==> src/rtl/ftnb_pkg.sv <==
// ---------------------------------------------------------------------------
// ftnb_pkg
// Shared types, constants and the cosine-table entry function for the tone/bandpass block.
// ---------------------------------------------------------------------------
`default_nettype none
package ftnb_pkg;

  localparam int SampleRate   = 11025;
  localparam int CosDepth     = 1024;
  localparam int CosIdxW      = 10;
  localparam int Taps         = 8;
  localparam int AmpW         = 15;
  localparam int HzW          = 13;
  localparam int InvGainQ22   = 26963;
  localparam logic [14:0] AmpReset = 15'd8192;

  localparam logic OpTone    = 1'b0;
  localparam logic OpSilence = 1'b1;

  // feedback coefficients, oldest history entry first
  localparam logic signed [31:0] FbCoef [Taps] = '{
    -32'sd673166, 32'sd3952488, -32'sd12726290, 32'sd26527409,
    -32'sd39331858, 32'sd41799285, -32'sd31733558, 32'sd15699073
  };

  // control between the sequencer and the MAC
  typedef struct packed {
    logic clear;
    logic add_ff;
    logic add_fb;
  } mac_ctl_t;

  // Q1.15 cosine of entry idx: quadrant fold plus 8-term Taylor series in Q2.30
  function automatic logic signed [15:0] cos_entry(input logic [CosIdxW-1:0] idx);
    logic [63:0] u, x, x2, term;
    logic signed [63:0] c;
    logic neg;
    u = 64'(idx) * 64'd4;
    neg = 1'b0;
    if (u > 64'(2 * CosDepth)) u = 64'(4 * CosDepth) - u;
    if (u > 64'(CosDepth)) begin
      neg = 1'b1;
      u = 64'(2 * CosDepth) - u;
    end
    x = (u * 64'd1686629713 + 64'(CosDepth / 2)) / 64'(CosDepth);
    x2 = (x * x) >> 30;
    term = 64'd1 << 30;
    c = signed'(term);
    for (int k = 0; k < 7; k++) begin
      term = ((term * x2) >> 30) / 64'((2 * k + 1) * (2 * k + 2));
      if (k % 2 == 0) c = c - signed'(term);
      else c = c + signed'(term);
    end
    if (c < 0) c = 0;
    c = signed'((unsigned'(c) + 64'd16384) >> 15);
    if (c > 32767) c = 32767;
    return neg ? -16'(c) : 16'(c);
  endfunction

endpackage
`default_nettype wire

==> src/rtl/ftnb_serial_mul.sv <==
// ---------------------------------------------------------------------------
// ftnb_serial_mul
// Shift-add signed multiplier, one multiplier bit per cycle.
// ---------------------------------------------------------------------------
`default_nettype none
module ftnb_serial_mul import ftnb_pkg::*; (
  input  wire logic               clk,
  input  wire logic               rst,
  input  wire logic               start,
  input  wire logic signed [31:0] a,
  input  wire logic signed [31:0] b,
  output logic                    done,
  output logic signed [63:0]      p
);
  logic [31:0]        mb;
  logic signed [63:0] ma;
  logic [4:0]         cnt;
  logic               busy;

  always_ff @(posedge clk) begin
    if (rst) begin
      busy <= 1'b0;
      done <= 1'b0;
      cnt  <= '0;
    end else begin
      done <= busy && !start && (cnt == 5'd31);
      if (start) begin
        busy <= 1'b1;
        cnt  <= '0;
        ma   <= 64'(a);
        mb   <= b;
        p    <= '0;
      end else if (busy) begin
        // bit 31 of b carries negative weight
        if (mb[0]) p <= (cnt == 5'd31) ? p - ma : p + ma;
        ma  <= ma <<< 1;
        mb  <= mb >> 1;
        cnt <= cnt + 5'd1;
        if (cnt == 5'd31) busy <= 1'b0;
      end
    end
  end
endmodule
`default_nettype wire

==> src/rtl/fm_tone_nco_bandpass.sv <==
// ---------------------------------------------------------------------------
// fm_tone_nco_bandpass
// Phase-accumulator tone source feeding an order-8 Butterworth bandpass IIR.
// ---------------------------------------------------------------------------
// Usage: one input beat per audio sample on s_axis (tdata = operation,
// tone_hz). Operation tone advances the phase by tone_hz*2^32/11025 and feeds
// amp*cos(phase); silence feeds zero and holds the phase. Each beat yields
// exactly one m_axis beat holding the saturated Q1.15 filtered sample.
// The phase increment divide produces one quotient bit per cycle, then
// the cosine lookup runs, and every product goes through one bit-serial
// 32x32 multiplier: amplitude, prescale and eight feedback taps. One beat
// is in the datapath at a time, and a new beat is not taken until the
// current one is written. The output register lets the next beat be
// taken while a result waits; a stalled m_axis holds its result and the
// sequencer waits before writing the next one, which then blocks s_axis.
// cfg writes tone_amplitude (reset 0.25). Reset zeroes phase and the filter
// histories.
// ---------------------------------------------------------------------------
`default_nettype none
module fm_tone_nco_bandpass import ftnb_pkg::*; (
  input  wire logic        clk,
  input  wire logic        rst,
  input  wire logic        s_axis_tvalid,
  output logic             s_axis_tready,
  input  wire logic [15:0] s_axis_tdata,   // [0] operation, [13:1] tone_hz
  output logic             m_axis_tvalid,
  input  wire logic        m_axis_tready,
  output logic [15:0]      m_axis_tdata,   // [15:0] filtered_sample
  input  wire logic        cfg_valid,
  output logic             cfg_ready,
  input  wire logic [14:0] cfg_data
);
  typedef enum logic [3:0] {
    S_IDLE, S_DIV, S_AMP, S_COS, S_COSW, S_AMPW, S_PRE, S_PREW, S_TAP, S_TAPW,
    S_OUT
  } state_t;

  state_t             state;
  logic [14:0]        amp;
  logic [31:0]        phase;
  logic signed [15:0] xh [Taps];
  logic signed [31:0] yh [Taps];
  logic [HzW-1:0]     hz;
  logic [45:0]        rem;
  logic [31:0]        quo;
  logic [5:0]         dcnt;
  logic [2:0]         tap;
  logic signed [63:0] acc;
  logic signed [15:0] xs;
  logic               mstart;
  logic signed [31:0] ma, mbv;
  logic               mdone;
  logic signed [63:0] mp;
  logic signed [63:0] xr;
  logic               out_free;
  logic [14:0]        cos_rom [CosDepth / 4 + 1];
  logic [14:0]        cmag;
  logic [CosIdxW-1:0] cidx, cfold, cqtr;
  logic [CosIdxW-2:0] caddr;
  logic               cneg;

  ftnb_serial_mul u_mul (
    .clk(clk), .rst(rst), .start(mstart), .a(ma), .b(mbv), .done(mdone), .p(mp)
  );

  // quarter-wave cosine magnitudes
  initial begin
    for (int i = 0; i <= CosDepth / 4; i++) cos_rom[i] = 15'(cos_entry(CosIdxW'(i)));
  end

  always_comb begin
    cidx  = phase[31:32-CosIdxW];
    cfold = (cidx > CosIdxW'(CosDepth / 2)) ? CosIdxW'(CosDepth) - cidx : cidx;
    cneg  = cfold > CosIdxW'(CosDepth / 4);
    cqtr  = cneg ? CosIdxW'(CosDepth / 2) - cfold : cfold;
    caddr = cqtr[CosIdxW-2:0];
  end

  always_ff @(posedge clk) begin
    cmag <= cos_rom[caddr];
  end

  assign s_axis_tready = (state == S_IDLE);
  assign cfg_ready     = 1'b1;
  assign out_free      = !m_axis_tvalid || m_axis_tready;
  assign xr   = (mp + 64'sd16384) >>> 15;

  always_ff @(posedge clk) begin
    if (rst) begin
      state <= S_IDLE;
      amp   <= AmpReset;
      phase <= '0;
      mstart <= 1'b0;
      m_axis_tvalid <= 1'b0;
      for (int i = 0; i < Taps; i++) begin
        xh[i] <= '0;
        yh[i] <= '0;
      end
    end else begin
      mstart <= (state == S_COSW) || (state == S_PRE) || (state == S_TAP);
      if (cfg_valid) amp <= cfg_data;
      if (state == S_OUT && out_free) m_axis_tvalid <= 1'b1;
      else if (m_axis_tready) m_axis_tvalid <= 1'b0;
      case (state)
        S_IDLE: if (s_axis_tvalid && s_axis_tready) begin
          hz  <= s_axis_tdata[13:1];
          // dividend tone_hz*2^32 + SampleRate/2, restoring divide
          rem <= '0;
          quo <= '0;
          dcnt <= '0;
          state <= (s_axis_tdata[0] == OpSilence) ? S_PRE : S_DIV;
          xs <= '0;
          acc <= '0;
        end
        S_DIV: begin
          // shift in dividend bits of {hz, 32'd0}+5512, 45 bits total
          logic [44:0] dvd;
          logic        nb;
          logic [46:0] t;
          dvd = {hz, 32'd0} + 45'(SampleRate / 2);
          nb  = dvd[6'd44 - dcnt];
          t   = {rem, nb} - 47'(SampleRate);
          if (!t[46]) begin
            rem <= t[45:0];
            quo <= {quo[30:0], 1'b1};
          end else begin
            rem <= {rem[44:0], nb};
            quo <= {quo[30:0], 1'b0};
          end
          dcnt <= dcnt + 6'd1;
          if (dcnt == 6'd44) state <= S_AMP;
        end
        S_AMP: begin
          phase <= phase + quo;
          state <= S_COS;
        end
        S_COS: state <= S_COSW;
        S_COSW: begin
          ma  <= 32'(signed'({1'b0, amp}));
          mbv <= cneg ? -32'(signed'({1'b0, cmag})) : 32'(signed'({1'b0, cmag}));
          state <= S_AMPW;
        end
        S_AMPW: if (mdone) begin
          xs <= 16'(xr);
          state <= S_PRE;
        end
        S_PRE: begin
          ma  <= 32'(xs);
          mbv <= 32'(InvGainQ22);
          state <= S_PREW;
        end
        S_PREW: if (mdone) begin
          logic signed [63:0] xv;
          xv = (xr > 64'sd32767) ? 64'sd32767 : (xr < -64'sd32768 ? -64'sd32768 : xr);
          xs  <= 16'(xv);
          acc <= ((64'(xh[0]) + xv) - 64'sd4 * (64'(xh[2]) + 64'(xh[6]))
                  + 64'sd6 * 64'(xh[4])) <<< 22;
          tap <= '0;
          state <= S_TAP;
        end
        S_TAP: begin
          ma  <= FbCoef[tap];
          mbv <= yh[tap];
          state <= S_TAPW;
        end
        S_TAPW: if (mdone) begin
          acc <= acc + mp;
          if (tap == 3'd7) state <= S_OUT;
          else begin
            tap <= tap + 3'd1;
            state <= S_TAP;
          end
        end
        S_OUT: if (out_free) begin
          logic signed [63:0] y, r;
          y = (acc + 64'sd2097152) >>> 22;
          if (y > 64'sd2147483647) y = 64'sd2147483647;
          if (y < -64'sd2147483648) y = -64'sd2147483648;
          r = (y + 64'sd64) >>> 7;
          if (r > 64'sd32767) r = 64'sd32767;
          if (r < -64'sd32768) r = -64'sd32768;
          for (int i = 0; i < Taps - 1; i++) begin
            xh[i] <= xh[i+1];
            yh[i] <= yh[i+1];
          end
          xh[Taps-1] <= xs;
          yh[Taps-1] <= 32'(y);
          m_axis_tdata <= 16'(r);
          state <= S_IDLE;
        end
        default: state <= S_IDLE;
      endcase
    end
  end

  a_hold_result: assert property (@(posedge clk) disable iff (rst)
    (m_axis_tvalid && !m_axis_tready) |=> (m_axis_tvalid && $stable(m_axis_tdata)))
    else $error("result changed while stalled");
  a_out_from_seq: assert property (@(posedge clk) disable iff (rst)
    $rose(m_axis_tvalid) |-> $past(state == S_OUT))
    else $error("result without sequencer finish");
  a_busy_no_accept: assert property (@(posedge clk) disable iff (rst)
    (state != S_IDLE) |-> !s_axis_tready)
    else $error("ready while busy");
endmodule
`default_nettype wire
==> config.mk <==
export PLATFORM = sky130hd
export DESIGN_NAME = fm_tone_nco_bandpass
export DESIGN_NICKNAME = d
export VERILOG_FILES = /design/src/rtl/ftnb_pkg.sv /design/src/rtl/ftnb_serial_mul.sv /design/src/rtl/fm_tone_nco_bandpass.sv
export SDC_FILE = /design/constraint.sdc
export NUM_CORES = 2
export LEC_CHECK = 0
export ABC_AREA = 0
export BUFFER_PORTS_ARGS = -buffer_cell sky130_fd_sc_hd__buf_2
export CAP_MARGIN = 20
export CORE_MARGIN = 2
export CORE_UTILIZATION = 40
export CTS_CLUSTER_DIAMETER = 50
export CTS_CLUSTER_SIZE = 10
export DETAILED_ROUTE_END_ITERATION = 7
export PLACE_DENSITY = 0.56
export SETUP_SLACK_MARGIN = 0.05
export SLEW_MARGIN = 40
export SYNTH_ARGS = -nofsm -noshare
export SYNTH_HDL_FRONTEND = slang
export SYNTH_HIERARCHICAL = 1
export SYNTH_MEMORY_MAX_BITS = 65536
export SYNTH_SLANG_ARGS = --single-unit
export TNS_END_PERCENT = 100
==> constraint.sdc <==
create_clock -name clk -period 19.7 [get_ports clk]
set_input_delay 3.94 -clock clk [delete_from_list [all_inputs] [get_ports clk]]
set_output_delay 3.94 -clock clk [all_outputs]
set_load 0.1 [all_outputs]
==> results.toml <==
[status]
status = "finished clean"

[min_path]
min_path_type = "reg -> reg"

[detailed_routing]
route.detailed.drc = 0
detail-route-antenna-nets = 0
first_iter_violations = 4341
drt-total-wl_um = 175000
drtPass1Iterations = 6
vias = 47100
wl_per_cell_um = 21.7
drt-vias-per-instance = 5.83

[finish]
seq_area_sq_mm = 0.0256
drive_above_1_share_pct = 9.62
fill_cells = 14300
multiInputGateArea_sq_mm = 0.0328
final_core_util_pct = 44.6
diodes = 0
area_growth_pct = 10.8
nets = 6375

[logic_synthesis]
synth-edff-count = 799
ys.flop_type = "edfxtp_1"
yosysMostFrequentCell = "edfxtp_1"
ys_top_cells_by_area = "edfxtp_1 40%, ha_1 5.8%, xnor2_1 3.8%, a21oi_1 3.6%, and2_1 3.4%"
ys_ff_latch = 877
synth_warnings = 6
syn_nets = 6440
synth_top_area_share_pct = 39.9
synth_cell_types = 110
synth_cells = 6041
ys_seq_area_share_pct = 42.5
yosysTopAreaCell = "edfxtp_1"
syn_avg_cell_area_sq_um = 9.96
synthArstFlopShare_pct = 0
synth_common_cells = "799 x edfxtp_1, 507 x nor2_1, 427 x a21oi_1, 424 x nand2_1, 347 x o21ai_0"
syn-cell-area_sq_mm = 0.0602

[grt]
track_usage_pct = 22.6
grt_pass1_vias = 45500
grt_max_degree = 110
grt_first_pass_wirelength_um = 273000
grt-ovfl-total = 0
antenna_found_initial = 8

[clocking]
clk_latency_ps = 770
cts_resized = 0
clk_pin_slew_ps = 60
htree_levels = 3
cts_buffer_depth = 3
cts_tree = "done"
cts_buffers = 119
cts_setup_buffers = 0
cts_sinks = 877
root_buffer = "clkbuf_16"
cts_hold_buf = 0

[worst_setup_path]
endpoint_kind = "flop"
worstPathMaxFanout = 22
path_class = "reg -> reg"
worst_setup_path_start_kind = "flop"
slowest_delay_ps = 590
critPathSlowestCell = "edfxtp_1"
critical_path_arrival_ps = 9780
cp.required_ps = 20210

[flow_run]
max_cap_violations = 0

[die]
die_w_um = 392
core_sq_mm = 0.150
dieArea_sq_mm = 0.154
pin_count = 55
die_h_um = 392
placementRows = 142
start_util_pct = 40.2

[sta]
fin_ws_ps = 10430
setup_viol = 0
max_freq_ghz = 0.108
slew_viol_final = 0
fin_crit_sh_pct = 47.1
clock-skew-final_ps = 91.1
whs_ps = 451
min_period_ps = 9270
rsz0062_at_grt = "no"
hold_viol_final = 0
worstMarginPinSlew_ps = 876
tns_ps = 0
maxSlewHeadroom_pct = 40.9

[power]
vdd.ir_drop.worst_uv = 94.9
power_density_mw_per_mm2 = 115
p_leak_nw = 24.6

[placed_design]
gp_congestion = 0.962
numPortBuffers = 51
hpwl_um = 125000
preCtsSetupSlack_ps = 10560
-- cells in the final DEF, fill, tap and decap left out, types with 84 or more instances in the layout --
cell type / n
nand3_1: 128
fa_1: 84
a21o_1: 118
xor2_1: 162
edfxtp_1: 799
and2_1: 326
a21oi_1: 425
nor2_1: 498
xnor2_1: 262
a31oi_1: 87
o21ai_0: 346
inv_1: 214
clkbuf_16: 121
ha_1: 278
nor2b_1: 118
nand2_1: 419
nor3_1: 135
-- cells by family after synthesis --
family,synth area share (%)
buf+inv,3.54
simple gates,17.6
flops,42.5
other cells,0.00623
compound gates,16.6
mux,4.84
xor+xnor,6.31
fa+ha+maj,8.60
-- area by class of cell --
| cell class | instances | share of cell area (%) |
|---|---|---|
| Clock buffer | 155 | 4.84 |
| Clock inverter | 49 | 1.04 |
| Inverter | 220 | 1.24 |
| Multi-Input combinational cell | 4615 | 49.2 |
| Sequential cell | 877 | 38.4 |
| Tap cell | 2016 | 3.78 |
| Timing Repair Buffer | 143 | 1.58 |
-- sequential cells by signal, indices dropped and copies added (netlist names), named ones only --
name           cells
u_mul/p           64
u_mul/cnt          5
u_mul/busy         1
state              4
cmag              15
hz                13
u_mul/done         1
xs                16
acc               64
tap                3
yh               256
u_mul/mb          32
phase             32
u_mul/ma          64
m_axis_tdata      16
dcnt               6
mbv               32
quo               32
xh               128
amp               15
mstart             1
ma                27
m_axis_tvalid      1
rem               46
-- metal layers --
layer / wire length (um) / track usage, % / vias up
li1: - / - / 22200
met1: 81300 / 32.6 / 23100
met2: 77300 / 34.6 / 1473
met3: 11700 / 3.82 / 271
met4: 4800 / 6.55 / 4
met5: 27 / 0 / -
-- worst max-delay path: cells and delay by family, from the launching register on --
| family | cells | cell delay (ps) |
|---|---|---|
| flops | 1 | 590 |
| compound gates | 13 | 3460 |
| xor+xnor | 2 | 280 |
| simple gates | 7 | 2000 |
| buf+inv | 5 | 1120 |
| fa+ha+maj | 3 | 1510 |
-- power by group --
part | leakage [nW] | internal [mW] | switching, mW
registers | 8.45 | 2.34 | 0.198
clock network | 1.87 | 1.27 | 0.862
logic | 14.3 | 1.07 | 1.92
-- through the flow --
stage	area, sq um	std cells	total power, mW
3_5_place_dp	62700	7868	5.50
4_1_cts	66600	8072	7.67
2_1_floorplan	60200	6041	4.62
6_report	66700	8075	7.66
3_3_place_gp	62500	7863	5.47
5_1_grt	66700	8075	8.10
-- final timing paths --
path / start / endpoint / slack [ps] / cells past startpoint
worst max-delay path: u_mul/p[25]$_SDFFCE_PP0P_ / acc[63]$_DFFE_PP_ / 10430 / 30
worst min-delay path: ma[0]$_DFFE_PP_ / u_mul/ma[0]$_SDFFCE_PN0P_ / 450 / 1
worst max register to register: u_mul/p[25]$_SDFFCE_PP0P_ / acc[63]$_DFFE_PP_ / 10430 / 30
worst min register to register: ma[0]$_DFFE_PP_ / u_mul/ma[0]$_SDFFCE_PN0P_ / 450 / 1
Power figures use the tool's default switching activity.
